--- src/sv/blcpb_pkg.sv ---
package blcpb_pkg;

  localparam int FRAME_BYTES = 31;
  localparam int HDR_LEN     = 7;
  localparam int BODY_BYTES  = FRAME_BYTES - HDR_LEN;
  localparam int FIXED_BYTES = 15;
  localparam int IDX_W       = $clog2(FRAME_BYTES + 1);
  localparam int FIX_IDX_W   = $clog2(FIXED_BYTES);
  localparam int BODY_IDX_W  = $clog2(BODY_BYTES);
  localparam int WHITEN_SKIP = 15;

  typedef logic [7:0]       byte_t;
  typedef logic [IDX_W-1:0] idx_t;

  localparam logic [15:0] CRC_POLY    = 16'h1021;
  localparam logic [15:0] CRC_INIT    = 16'hFFFF;
  localparam logic [15:0] GROUP_MASK  = 16'hF0FF;
  localparam logic [15:0] SEED_MOD    = 16'd65525;
  localparam byte_t       RGB_CMD     = 8'h22;
  localparam byte_t       WHITEN_SEED = 8'd83;
  localparam byte_t       WHITEN_TAPS = 8'h11;

  // Configuration register indexes
  localparam int CFG_IDX_W  = 4;
  localparam int CFG_DATA_W = 16;
  localparam logic [CFG_IDX_W-1:0] REG_CONTROLLER_ID = 4'd0;
  localparam logic [CFG_IDX_W-1:0] REG_GROUP_INDEX   = 4'd1;

  // Advertising header followed by protocol header
  localparam byte_t FIXED_HDR [FIXED_BYTES] = '{
    8'h02, 8'h01, 8'h02, 8'h1B, 8'h03, 8'h77, 8'hF8,
    8'hAA, 8'h98, 8'h43, 8'hAF, 8'h0B, 8'h46, 8'h46, 8'h46
  };

  // Frame positions of the variable bytes
  localparam idx_t POS_CMD      = 5'd15;
  localparam idx_t POS_GRP_LO   = 5'd16;
  localparam idx_t POS_GRP_HI   = 5'd17;
  localparam idx_t POS_ARG1     = 5'd18;
  localparam idx_t POS_ARG2     = 5'd19;
  localparam idx_t POS_ARG3     = 5'd20;
  localparam idx_t POS_TXCNT    = 5'd21;
  localparam idx_t POS_PARAM    = 5'd22;
  localparam idx_t POS_SEEDX_A  = 5'd23;
  localparam idx_t POS_SEEDX_B  = 5'd24;
  localparam idx_t POS_SEED_HI  = 5'd25;
  localparam idx_t POS_SEED_LO  = 5'd26;
  localparam idx_t POS_INNER_HI = 5'd27;
  localparam idx_t POS_INNER_LO = 5'd28;
  localparam idx_t POS_OUTER_HI = 5'd29;
  localparam idx_t POS_OUTER_LO = 5'd30;

  typedef struct packed {
    byte_t       command_code;
    byte_t       command_param;
    byte_t       first_arg;
    byte_t       second_arg;
    byte_t       third_arg;
    logic [15:0] random_seed;
  } cmd_t;

  typedef struct packed {
    logic  we;
    idx_t  addr;
    byte_t data;
    idx_t  fill;
  } ram_wr_t;

  // One byte of CRC16-CCITT, MSB first
  function automatic logic [15:0] crc_byte(logic [15:0] acc, byte_t d);
    logic [15:0] c;
    c = acc ^ {d, 8'h00};
    for (int b = 0; b < 8; b++) begin
      c = c[15] ? ({c[14:0], 1'b0} ^ CRC_POLY) : {c[14:0], 1'b0};
    end
    return c;
  endfunction

  function automatic byte_t flip8(byte_t v);
    byte_t r;
    for (int b = 0; b < 8; b++) begin
      r[7-b] = v[b];
    end
    return r;
  endfunction

  // CRC over protocol header bytes 1..5
  function automatic logic [15:0] gen_proto_crc();
    logic [15:0] c;
    c = CRC_INIT;
    for (int i = 1; i <= 5; i++) begin
      c = crc_byte(c, FIXED_HDR[HDR_LEN+i]);
    end
    return c;
  endfunction

  localparam logic [15:0] PROTO_CRC_INIT = gen_proto_crc();

  typedef byte_t mask_tbl_t [BODY_BYTES];

  // Whitening stream, leading bytes dropped
  function automatic mask_tbl_t gen_whiten();
    mask_tbl_t t;
    byte_t     lfsr;
    byte_t     m;
    lfsr = WHITEN_SEED;
    for (int i = 0; i < WHITEN_SKIP + BODY_BYTES; i++) begin
      m = '0;
      for (int b = 0; b < 8; b++) begin
        lfsr = {lfsr[6:0], 1'b0};
        if (lfsr[7]) begin
          lfsr = lfsr ^ WHITEN_TAPS;
          m[b] = 1'b1;
        end
        lfsr[7] = 1'b0;
      end
      if (i >= WHITEN_SKIP) begin
        t[i-WHITEN_SKIP] = m;
      end
    end
    return t;
  endfunction

  localparam mask_tbl_t WHITEN_MASK = gen_whiten();

endpackage

--- src/sv/blcpb_if.sv ---
interface blcpb_cmd_if;
  logic        valid;
  logic        ready;
  logic [7:0]  command_code;
  logic [7:0]  command_param;
  logic [7:0]  first_arg;
  logic [7:0]  second_arg;
  logic [7:0]  third_arg;
  logic [15:0] random_seed;

  modport source (
    output valid, command_code, command_param, first_arg, second_arg, third_arg,
           random_seed,
    input  ready
  );
  modport sink (
    input  valid, command_code, command_param, first_arg, second_arg, third_arg,
           random_seed,
    output ready
  );
endinterface

interface blcpb_frame_if;
  logic       valid;
  logic       ready;
  logic [7:0] frame_byte;
  logic [4:0] byte_index;
  logic       last_byte;

  modport source (output valid, frame_byte, byte_index, last_byte, input ready);
  modport sink (input valid, frame_byte, byte_index, last_byte, output ready);
endinterface

--- src/sv/blcpb_builder.sv ---
module blcpb_builder (
  input  logic                   clk_i,
  input  logic                   rst_ni,
  input  logic                   start_i,
  input  blcpb_pkg::cmd_t        cmd_i,
  input  logic [15:0]            controller_id_i,
  input  logic [3:0]             group_index_i,
  output blcpb_pkg::ram_wr_t     wr_o,
  output logic                   idle_o
);

  blcpb_pkg::idx_t  wr_cnt_q, wr_cnt_d;
  blcpb_pkg::byte_t tx_q, tx_d, tx_inc;
  blcpb_pkg::byte_t code_q, param_q, arg1_q, arg2_q, arg3_q;
  logic [15:0]      seed_q, grp_q, inner_q, outer_q;
  logic [15:0]      seed_red, inner_d, outer_d;
  blcpb_pkg::byte_t raw, stored;
  logic             wr_active, in_inner, in_outer;
  logic [blcpb_pkg::BODY_IDX_W-1:0] body_idx;

  assign wr_active = (wr_cnt_q < blcpb_pkg::idx_t'(blcpb_pkg::FRAME_BYTES));
  assign idle_o    = !wr_active;

  // Advance the transmit counter, skipping zero
  assign tx_inc = tx_q + 8'd1;
  assign tx_d   = (tx_inc == 8'd0) ? 8'd1 : tx_inc;

  // Fold the seed back into range
  assign seed_red = (cmd_i.random_seed >= blcpb_pkg::SEED_MOD)
                  ? (cmd_i.random_seed - blcpb_pkg::SEED_MOD) : cmd_i.random_seed;

  always_comb begin
    wr_cnt_d = wr_cnt_q;
    if (start_i) begin
      wr_cnt_d = '0;
    end else if (wr_active) begin
      wr_cnt_d = wr_cnt_q + 5'd1;
    end
  end

  always_ff @(posedge clk_i or negedge rst_ni) begin
    if (!rst_ni) begin
      wr_cnt_q <= blcpb_pkg::idx_t'(blcpb_pkg::FRAME_BYTES);
      tx_q     <= '0;
    end else begin
      wr_cnt_q <= wr_cnt_d;
      if (start_i) begin
        tx_q <= tx_d;
      end
    end
  end

  // Raw byte for the current write position
  always_comb begin
    case (wr_cnt_q)
      blcpb_pkg::POS_CMD:      raw = code_q;
      blcpb_pkg::POS_GRP_LO:   raw = grp_q[7:0];
      blcpb_pkg::POS_GRP_HI:   raw = grp_q[15:8];
      blcpb_pkg::POS_ARG1:     raw = arg1_q;
      blcpb_pkg::POS_ARG2:     raw = arg2_q;
      blcpb_pkg::POS_ARG3:     raw = arg3_q;
      blcpb_pkg::POS_TXCNT:    raw = tx_q;
      blcpb_pkg::POS_PARAM:    raw = param_q;
      blcpb_pkg::POS_SEEDX_A,
      blcpb_pkg::POS_SEEDX_B:  raw = seed_q[7:0] ^ 8'h01;
      blcpb_pkg::POS_SEED_HI:  raw = seed_q[15:8];
      blcpb_pkg::POS_SEED_LO:  raw = seed_q[7:0];
      blcpb_pkg::POS_INNER_HI: raw = inner_q[15:8];
      blcpb_pkg::POS_INNER_LO: raw = inner_q[7:0];
      blcpb_pkg::POS_OUTER_HI: raw = outer_q[15:8];
      blcpb_pkg::POS_OUTER_LO: raw = outer_q[7:0];
      default:                 raw = blcpb_pkg::FIXED_HDR[wr_cnt_q[blcpb_pkg::FIX_IDX_W-1:0]];
    endcase
  end

  // Run the inner CRC over the command body and the outer CRC over the body and inner CRC, one byte a cycle
  assign in_inner = wr_active && (wr_cnt_q >= blcpb_pkg::POS_CMD)
                  && (wr_cnt_q <= blcpb_pkg::POS_SEED_LO);
  assign in_outer = wr_active && (wr_cnt_q >= blcpb_pkg::POS_CMD)
                  && (wr_cnt_q <= blcpb_pkg::POS_INNER_LO);
  assign inner_d  = blcpb_pkg::crc_byte(inner_q, raw);
  assign outer_d  = blcpb_pkg::crc_byte(outer_q, raw);

  // Bit-reverse and whiten everything after the advertising header
  assign body_idx = blcpb_pkg::BODY_IDX_W'(wr_cnt_q - blcpb_pkg::idx_t'(blcpb_pkg::HDR_LEN));
  assign stored   = (wr_cnt_q >= blcpb_pkg::idx_t'(blcpb_pkg::HDR_LEN))
                  ? (blcpb_pkg::flip8(raw) ^ blcpb_pkg::WHITEN_MASK[body_idx]) : raw;

  // Capture the request and hold the running CRCs
  always_ff @(posedge clk_i) begin
    if (start_i) begin
      code_q  <= cmd_i.command_code;
      param_q <= cmd_i.command_param;
      arg1_q  <= cmd_i.first_arg;
      arg2_q  <= cmd_i.second_arg;
      arg3_q  <= (cmd_i.command_code == blcpb_pkg::RGB_CMD) ? cmd_i.third_arg : 8'h00;
      seed_q  <= seed_red;
      grp_q   <= (controller_id_i & blcpb_pkg::GROUP_MASK) | {4'h0, group_index_i, 8'h00};
      inner_q <= ~seed_red;
      outer_q <= blcpb_pkg::PROTO_CRC_INIT;
    end else begin
      if (in_inner) begin
        inner_q <= inner_d;
      end
      if (in_outer) begin
        outer_q <= outer_d;
      end
    end
  end

  assign wr_o.we   = wr_active;
  assign wr_o.addr = wr_cnt_q;
  assign wr_o.data = stored;
  assign wr_o.fill = wr_cnt_q;

endmodule

--- src/sv/blcpb_streamer.sv ---
module blcpb_streamer (
  input  logic                       clk_i,
  input  logic                       rst_ni,
  input  logic                       start_i,
  input  blcpb_pkg::ram_wr_t         wr_i,
  input  logic                       out_ready_i,
  output logic                       out_valid_o,
  output blcpb_pkg::byte_t           frame_byte_o,
  output blcpb_pkg::idx_t            byte_index_o,
  output logic                       last_byte_o,
  output logic                       rd_done_o
);

  blcpb_pkg::byte_t mem [blcpb_pkg::FRAME_BYTES];
  blcpb_pkg::byte_t rdata_q;
  blcpb_pkg::idx_t  rd_cnt_q, idx_q;
  logic             pend_q, rd_en;

  assign rd_done_o = (rd_cnt_q == blcpb_pkg::idx_t'(blcpb_pkg::FRAME_BYTES));

  // Read only bytes already written; hold while the output register is stalled
  assign rd_en = (rd_cnt_q < wr_i.fill) && (!pend_q || out_ready_i);

  // Frame RAM: one write port, one registered read port
  always_ff @(posedge clk_i) begin
    if (wr_i.we) begin
      mem[wr_i.addr] <= wr_i.data;
    end
    if (rd_en) begin
      rdata_q <= mem[rd_cnt_q];
      idx_q   <= rd_cnt_q;
    end
  end

  always_ff @(posedge clk_i or negedge rst_ni) begin
    if (!rst_ni) begin
      rd_cnt_q <= blcpb_pkg::idx_t'(blcpb_pkg::FRAME_BYTES);
      pend_q   <= 1'b0;
    end else begin
      if (start_i) begin
        rd_cnt_q <= '0;
      end else if (rd_en) begin
        rd_cnt_q <= rd_cnt_q + 5'd1;
      end
      if (rd_en) begin
        pend_q <= 1'b1;
      end else if (out_ready_i) begin
        pend_q <= 1'b0;
      end
    end
  end

  assign out_valid_o  = pend_q;
  assign frame_byte_o = rdata_q;
  assign byte_index_o = idx_q;
  assign last_byte_o  = (idx_q == blcpb_pkg::idx_t'(blcpb_pkg::FRAME_BYTES - 1));

endmodule

--- src/sv/ble_lamp_command_packet_builder.sv ---
// Lamp command frame builder. Each accepted command request yields a 31-byte
// advertising frame, streamed one byte per result request, byte 0 first, with
// byte_index and last_byte alongside. The builder writes the finished frame into
// a 31-byte frame RAM one byte per cycle, running the inner and outer CRC16 and
// the bit-reverse/whitening on the way, and the output side reads that RAM
// behind the writer through a registered read port. The next command is taken
// in the cycle after the read of the final byte has been issued, so a new frame
// cannot start before the last one has been read out of the RAM. Output stalls
// hold the read side and so delay the next command. The frame RAM needs no
// clearing after reset. Configuration writes are taken any cycle but must only
// happen while no frame is in flight.
module ble_lamp_command_packet_builder (
  input  logic                                   clk_i,
  input  logic                                   rst_ni,
  blcpb_cmd_if.sink                              cmd_i,
  blcpb_frame_if.source                          frame_o,
  input  logic                                   cfg_we_i,
  input  logic [blcpb_pkg::CFG_IDX_W-1:0]        cfg_idx_i,
  input  logic [blcpb_pkg::CFG_DATA_W-1:0]       cfg_data_i
);

  logic [15:0]        controller_id_q;
  logic [3:0]         group_index_q;
  blcpb_pkg::cmd_t    cmd;
  blcpb_pkg::ram_wr_t wr;
  logic               start, build_idle, rd_done;

  // Configuration registers
  always_ff @(posedge clk_i or negedge rst_ni) begin
    if (!rst_ni) begin
      controller_id_q <= '0;
      group_index_q   <= '0;
    end else if (cfg_we_i) begin
      unique case (cfg_idx_i)
        blcpb_pkg::REG_CONTROLLER_ID: controller_id_q <= cfg_data_i[15:0];
        blcpb_pkg::REG_GROUP_INDEX:   group_index_q   <= cfg_data_i[3:0];
        default: ;
      endcase
    end
  end

  // Take a new request once the previous frame is fully read out of the RAM
  assign cmd_i.ready = build_idle && rd_done;
  assign start       = cmd_i.valid && cmd_i.ready;

  assign cmd.command_code  = cmd_i.command_code;
  assign cmd.command_param = cmd_i.command_param;
  assign cmd.first_arg     = cmd_i.first_arg;
  assign cmd.second_arg    = cmd_i.second_arg;
  assign cmd.third_arg     = cmd_i.third_arg;
  assign cmd.random_seed   = cmd_i.random_seed;

  blcpb_builder u_builder (
    .clk_i           (clk_i),
    .rst_ni          (rst_ni),
    .start_i         (start),
    .cmd_i           (cmd),
    .controller_id_i (controller_id_q),
    .group_index_i   (group_index_q),
    .wr_o            (wr),
    .idle_o          (build_idle)
  );

  blcpb_streamer u_streamer (
    .clk_i        (clk_i),
    .rst_ni       (rst_ni),
    .start_i      (start),
    .wr_i         (wr),
    .out_ready_i  (frame_o.ready),
    .out_valid_o  (frame_o.valid),
    .frame_byte_o (frame_o.frame_byte),
    .byte_index_o (frame_o.byte_index),
    .last_byte_o  (frame_o.last_byte),
    .rd_done_o    (rd_done)
  );

endmodule

--- src/flat_wrapper.sv ---
// flat-port wrapper written by rule: the top's interface ports become plain ports
module ble_lamp_command_packet_builder_flat 
  (clk_i, rst_ni, cfg_we_i, cfg_idx_i, cfg_data_i, cmd_i_valid, cmd_i_command_code, cmd_i_command_param, cmd_i_first_arg, cmd_i_second_arg, cmd_i_third_arg, cmd_i_random_seed, cmd_i_ready, frame_o_valid, frame_o_frame_byte, frame_o_byte_index, frame_o_last_byte, frame_o_ready);
  blcpb_cmd_if cmd_i_i ();
  blcpb_frame_if frame_o_i ();
  input  logic clk_i;
  input  logic rst_ni;
  input  logic cfg_we_i;
  input  logic [blcpb_pkg::CFG_IDX_W-1:0] cfg_idx_i;
  input  logic [blcpb_pkg::CFG_DATA_W-1:0] cfg_data_i;
  input wire logic [$bits(cmd_i_i.valid)-1:0] cmd_i_valid;
  input wire logic [$bits(cmd_i_i.command_code)-1:0] cmd_i_command_code;
  input wire logic [$bits(cmd_i_i.command_param)-1:0] cmd_i_command_param;
  input wire logic [$bits(cmd_i_i.first_arg)-1:0] cmd_i_first_arg;
  input wire logic [$bits(cmd_i_i.second_arg)-1:0] cmd_i_second_arg;
  input wire logic [$bits(cmd_i_i.third_arg)-1:0] cmd_i_third_arg;
  input wire logic [$bits(cmd_i_i.random_seed)-1:0] cmd_i_random_seed;
  output wire logic [$bits(cmd_i_i.ready)-1:0] cmd_i_ready;
  output wire logic [$bits(frame_o_i.valid)-1:0] frame_o_valid;
  output wire logic [$bits(frame_o_i.frame_byte)-1:0] frame_o_frame_byte;
  output wire logic [$bits(frame_o_i.byte_index)-1:0] frame_o_byte_index;
  output wire logic [$bits(frame_o_i.last_byte)-1:0] frame_o_last_byte;
  input wire logic [$bits(frame_o_i.ready)-1:0] frame_o_ready;
  assign cmd_i_i.valid = cmd_i_valid;
  assign cmd_i_i.command_code = cmd_i_command_code;
  assign cmd_i_i.command_param = cmd_i_command_param;
  assign cmd_i_i.first_arg = cmd_i_first_arg;
  assign cmd_i_i.second_arg = cmd_i_second_arg;
  assign cmd_i_i.third_arg = cmd_i_third_arg;
  assign cmd_i_i.random_seed = cmd_i_random_seed;
  assign cmd_i_ready = cmd_i_i.ready;
  assign frame_o_valid = frame_o_i.valid;
  assign frame_o_frame_byte = frame_o_i.frame_byte;
  assign frame_o_byte_index = frame_o_i.byte_index;
  assign frame_o_last_byte = frame_o_i.last_byte;
  assign frame_o_i.ready = frame_o_ready;
  ble_lamp_command_packet_builder u_core (.clk_i(clk_i), .rst_ni(rst_ni), .cmd_i(cmd_i_i), .frame_o(frame_o_i), .cfg_we_i(cfg_we_i), .cfg_idx_i(cfg_idx_i), .cfg_data_i(cfg_data_i));
endmodule
--- config.mk ---
export PLATFORM = sky130hd
export DESIGN_NAME = ble_lamp_command_packet_builder_flat
export DESIGN_NICKNAME = d
export VERILOG_FILES = /design/src/sv/blcpb_pkg.sv /design/src/sv/blcpb_if.sv /design/src/sv/blcpb_builder.sv /design/src/sv/blcpb_streamer.sv /design/src/sv/ble_lamp_command_packet_builder.sv /design/src/flat_wrapper.sv
export SDC_FILE = /design/constraint.sdc
export NUM_CORES = 1
export LEC_CHECK = 0
export BUFFER_PORTS_ARGS = -buffer_cell sky130_fd_sc_hd__buf_2
export CAP_MARGIN = 20
export CORE_UTILIZATION = 45
export DETAILED_ROUTE_END_ITERATION = 10
export GPL_ROUTABILITY_DRIVEN = 0
export PLACE_DENSITY = 0.66
export SYNTH_ARGS = -nofsm -noshare
export SYNTH_HDL_FRONTEND = slang
export SYNTH_SLANG_ARGS = --single-unit
--- constraint.sdc ---
create_clock -name clk_i -period 4.3 [get_ports clk_i]
set_clock_uncertainty 0.05 [all_clocks]
set_input_delay 0.645 -clock clk_i [delete_from_list [all_inputs] [get_ports clk_i]]
set_output_delay 0.645 -clock clk_i [all_outputs]
set_load 0.1 [all_outputs]
==> flow_summary.yaml <==
clock_network:
  cts_sinks: 400
  ctsHoldBuffers: 0
  post-cts-setup-buffers: 0
  path_clk_slew_ps: 60
  cts_htree_levels: 2
  numCtsBuffers: 40
  cts_root_buf: "clkbuf_16"
  cts_resized: 0
  cts_tree: "built"
  clock_latency_ps: 560
  cts_buffer_depth: 3
sta:
  timing.final.hold_violations: 0
  setup_viol: 0
  grt_setup_unrepaired: "no"
  fmax_mhz: 250.8
  fin_tns_setup_ps: 0
  tightest_slew_ps: 1109
  period_share_pct: 92.74
  slew_violations: 0
  max-slew-margin-rel_pct: 25.77
  min_period_ps: 3988
yosys:
  synthXorXnorAreaFrac_pct: 4.176
  syn_nets: 1297
  synth_top_family_by_area: "multiplexers"
  synth_compound_area_share_pct: 7.955
  synth-simple-area-share_pct: 7.788
  yosys_warnings: 0
  yosysUniqueCellTypes: 78
  synthArstFlopShare_pct: 8.750
  synth_edf_count: 349
  synth_area_leader_cell: "edfxtp_1"
  synthFlopType: "edfxtp_1"
  synth_top_area_share_pct: 58.40
  yosysSeqAreaShare_pct: 65.13
  avgSynthCellArea_sq_um: 14.99
  yosys-top-cells-area: "edfxtp_1, mux4_2, mux2i_1, dfrtp_1, nand2_1"
  synthesis.area_sq_um: 17950
  synth.area.mux_share_pct: 11.66
  ys_ff_latch: 400
  synthAdderAreaFrac_pct: 1.325
  synth_cells: 1197
layout:
  multi_input_area_sq_um: 5966
  regArea_sq_um: 11690
  area_growth_syn_to_layout_pct: 15.72
  layout.cells.non_filler: 1883
  antenna-diode-count: 0
  nFillCells: 3180
  drive_gt1_share_pct: 24.69
  nets: 1433
routing:
  vias_per_cell: 5.751
  drc: 0
  dr_total_vias: 10829
  first_iter_violations: 1085
  wl_per_cell_um: 22.58
  dr.pass1.iters: 8
  drtAntennaViolNets: 0
  routed_wl_um: 42520
floorplanning:
  die_w_um: 201.7
  core_area_sq_um: 39010
  dieArea_sq_um: 40680
  start_util_pct: 46.01
  fp.dieH_um: 201.7
  row_count: 72
  ios: 97
min_path:
  hp-class: "primary input to async pin"
critical_path:
  end_kind: "flip-flop"
  r2r_slack_ps: 310
  slowest_delay_ps: 820
  startpoint_type: "flip-flop"
  rr_worst_depth: 8
  worstPathMaxFanout: 24
  r2r_start: "u_core.u_builder.wr_cnt_q[3]"
  worstSetupPathType: "flip-flop to flip-flop"
  cp_slowest_cell: "dfstp_2"
  r2r-end: "u_core.u_builder.inner_q[12]"
  cp.required_ps: 4540
  worstPathCellList: "nand2_1 -> o221ai_1 -> or4b_1 -> o211ai_2 -> xor2_2 -> xor3_1 -> xnor2_1 -> mux2i_1"
  crit_arrival_ps: 4220
status:
  outcome: "finished clean"
grt:
  grt_max_degree: 87
  grt_util_all_layers_pct: 21.23
  antenna_found_initial: 0
  grt_pass1_wl_um: 65140
  gr-total-overflow: 0
  grt_pass1_vias: 10850
place:
  dpl.hpwl_um: 28930
  io_buffers: 92
  dp.cells: 1808
run:
  cap_violations: 0
==> final cells by class <==
type,instances,share of cell area [%]
clock buffer,45,5.109
clock inverter,29,1.458
inverter,12,0.2290
multi-input combinational,714,28.73
sequential,400,56.31
tap,518,3.121
timing repair buffer,165,5.049
==> placed cells by master (no fill, tap or decap), types with 20 or more instances in the layout <==
master and count:
xor2_1 23, nor3_1 20, buf_4 69, o21ai_0 41, xnor2_1 24, mux4_2 43
nand2_1 87, nor2_1 61, dfrtp_1 25, a21oi_1 34, edfxtp_1 349, buf_2 92
and2_1 26, mux2_2 25, o221ai_1 25, clkbuf_16 41, mux2i_1 80
==> worst max-delay path: cells and delay by family, from the launching register on <==
kind / cells / cell delay (ps)
DFF: 1 / 820
AOI/OAI and AO/OA: 2 / 810
muxes: 1 / 80
xor gates and xnor gates: 3 / 880
and+or+nand+nor: 2 / 1070
==> metal layers <==
metal	GRT usage, %	share of wire, %	vias to the layer above	wire (um)
met3	2.915	5.3	94	2237
met2	34.59	48	379	20320
met1	29.07	43	5417	18470
met4	7.927	3.5	0	1506
met5	0	0	-	0
li1	-	-	4939	-
==> cells in the mapped netlist (all sizes together) (6+ instances only) <==
library cell,number
o21ai,46
mux2i,83
nor2,61
inv,10
a21o,8
o211ai,8
mux2,25
or3,6
edfxtp,349
a21oi,37
and2,26
clkbuf,41
mux4,43
nor2b,8
o2bb2ai,6
dfstp,10
ha,19
a211oi,8
nand3,19
nor3,21
xor2,25
dfxtp,16
xnor3,10
dfrtp,25
a221oi,7
o22ai,6
xnor2,26
o221ai,25
nand2,87
a22oi,7
a22o,10
nand2b,11
buf,30
nand4,11
==> logic make-up (layout without fill, tap and decap cells) <==
family,Yosys count,after routing
adders and majority gates,19,19
xor gates and xnor gates,63,63
and+or+nand+nor,279,279
buffers and inverters,83,251
muxes,151,151
DFF,400,400
AOI/OAI and AO/OA,202,202
==> how the worst max path moves through the flow <==
stage / depth (start not counted) / from / end
after floorplan: 11 / u_core.u_builder.wr_cnt_q[1] / u_core.u_streamer.mem[0][0]
after global placement: 8 / u_core.u_builder.wr_cnt_q[3] / u_core.u_streamer.mem[24][6]
after detailed placement: 10 / u_core.u_builder.wr_cnt_q[0] / u_core.u_streamer.mem[21][7]
after CTS: 10 / u_core.u_builder.wr_cnt_q[0] / u_core.u_streamer.mem[4][7]
after global routing: 8 / u_core.u_builder.wr_cnt_q[3] / u_core.u_builder.inner_q[12]
final: 8 / u_core.u_builder.wr_cnt_q[3] / u_core.u_builder.inner_q[12]
==> through the flow <==
| step | util, % | setup slack, ps | hold WS (ps) | area (sq um) |
|---|---|---|---|---|
| floorplan | - | 17.99 | 299.4 | 17950 |
| CTS | 53.20 | 319.0 | 188.5 | 20750 |
| global route | 53.24 | 74.48 | 203.8 | 20770 |
| detailed placement | 49.70 | 334.5 | 382.8 | 19390 |
| global placement | 49.66 | 360.5 | 380.2 | 19370 |
| finish | 53.24 | 312.1 | 171.7 | 20770 |
==> sequential cells by signal, summed over array words and instances (netlist names), 5 cells and up <==
name	cells
u_core.u_streamer.frame_byte_o	8
u_core.u_builder.code_q	8
u_core.u_streamer.rd_cnt_q	5
u_core.u_streamer.byte_index_o	5
u_core.u_builder.arg1_q	8
u_core.u_builder.inner_q	16
u_core.u_builder.arg3_q	8
u_core.u_streamer.mem	248
u_core.u_builder.arg2_q	8
u_core.u_builder.wr_cnt_q	5
u_core.u_builder.outer_q	16
u_core.u_builder.seed_q	16
u_core.controller_id_q	12
u_core.u_builder.param_q	8
u_core.u_builder.tx_q	8
u_core.u_builder.grp_q	16
Power is not shown: default switching activity piles up to over one toggle a cycle in this logic, so the estimate is an artifact.
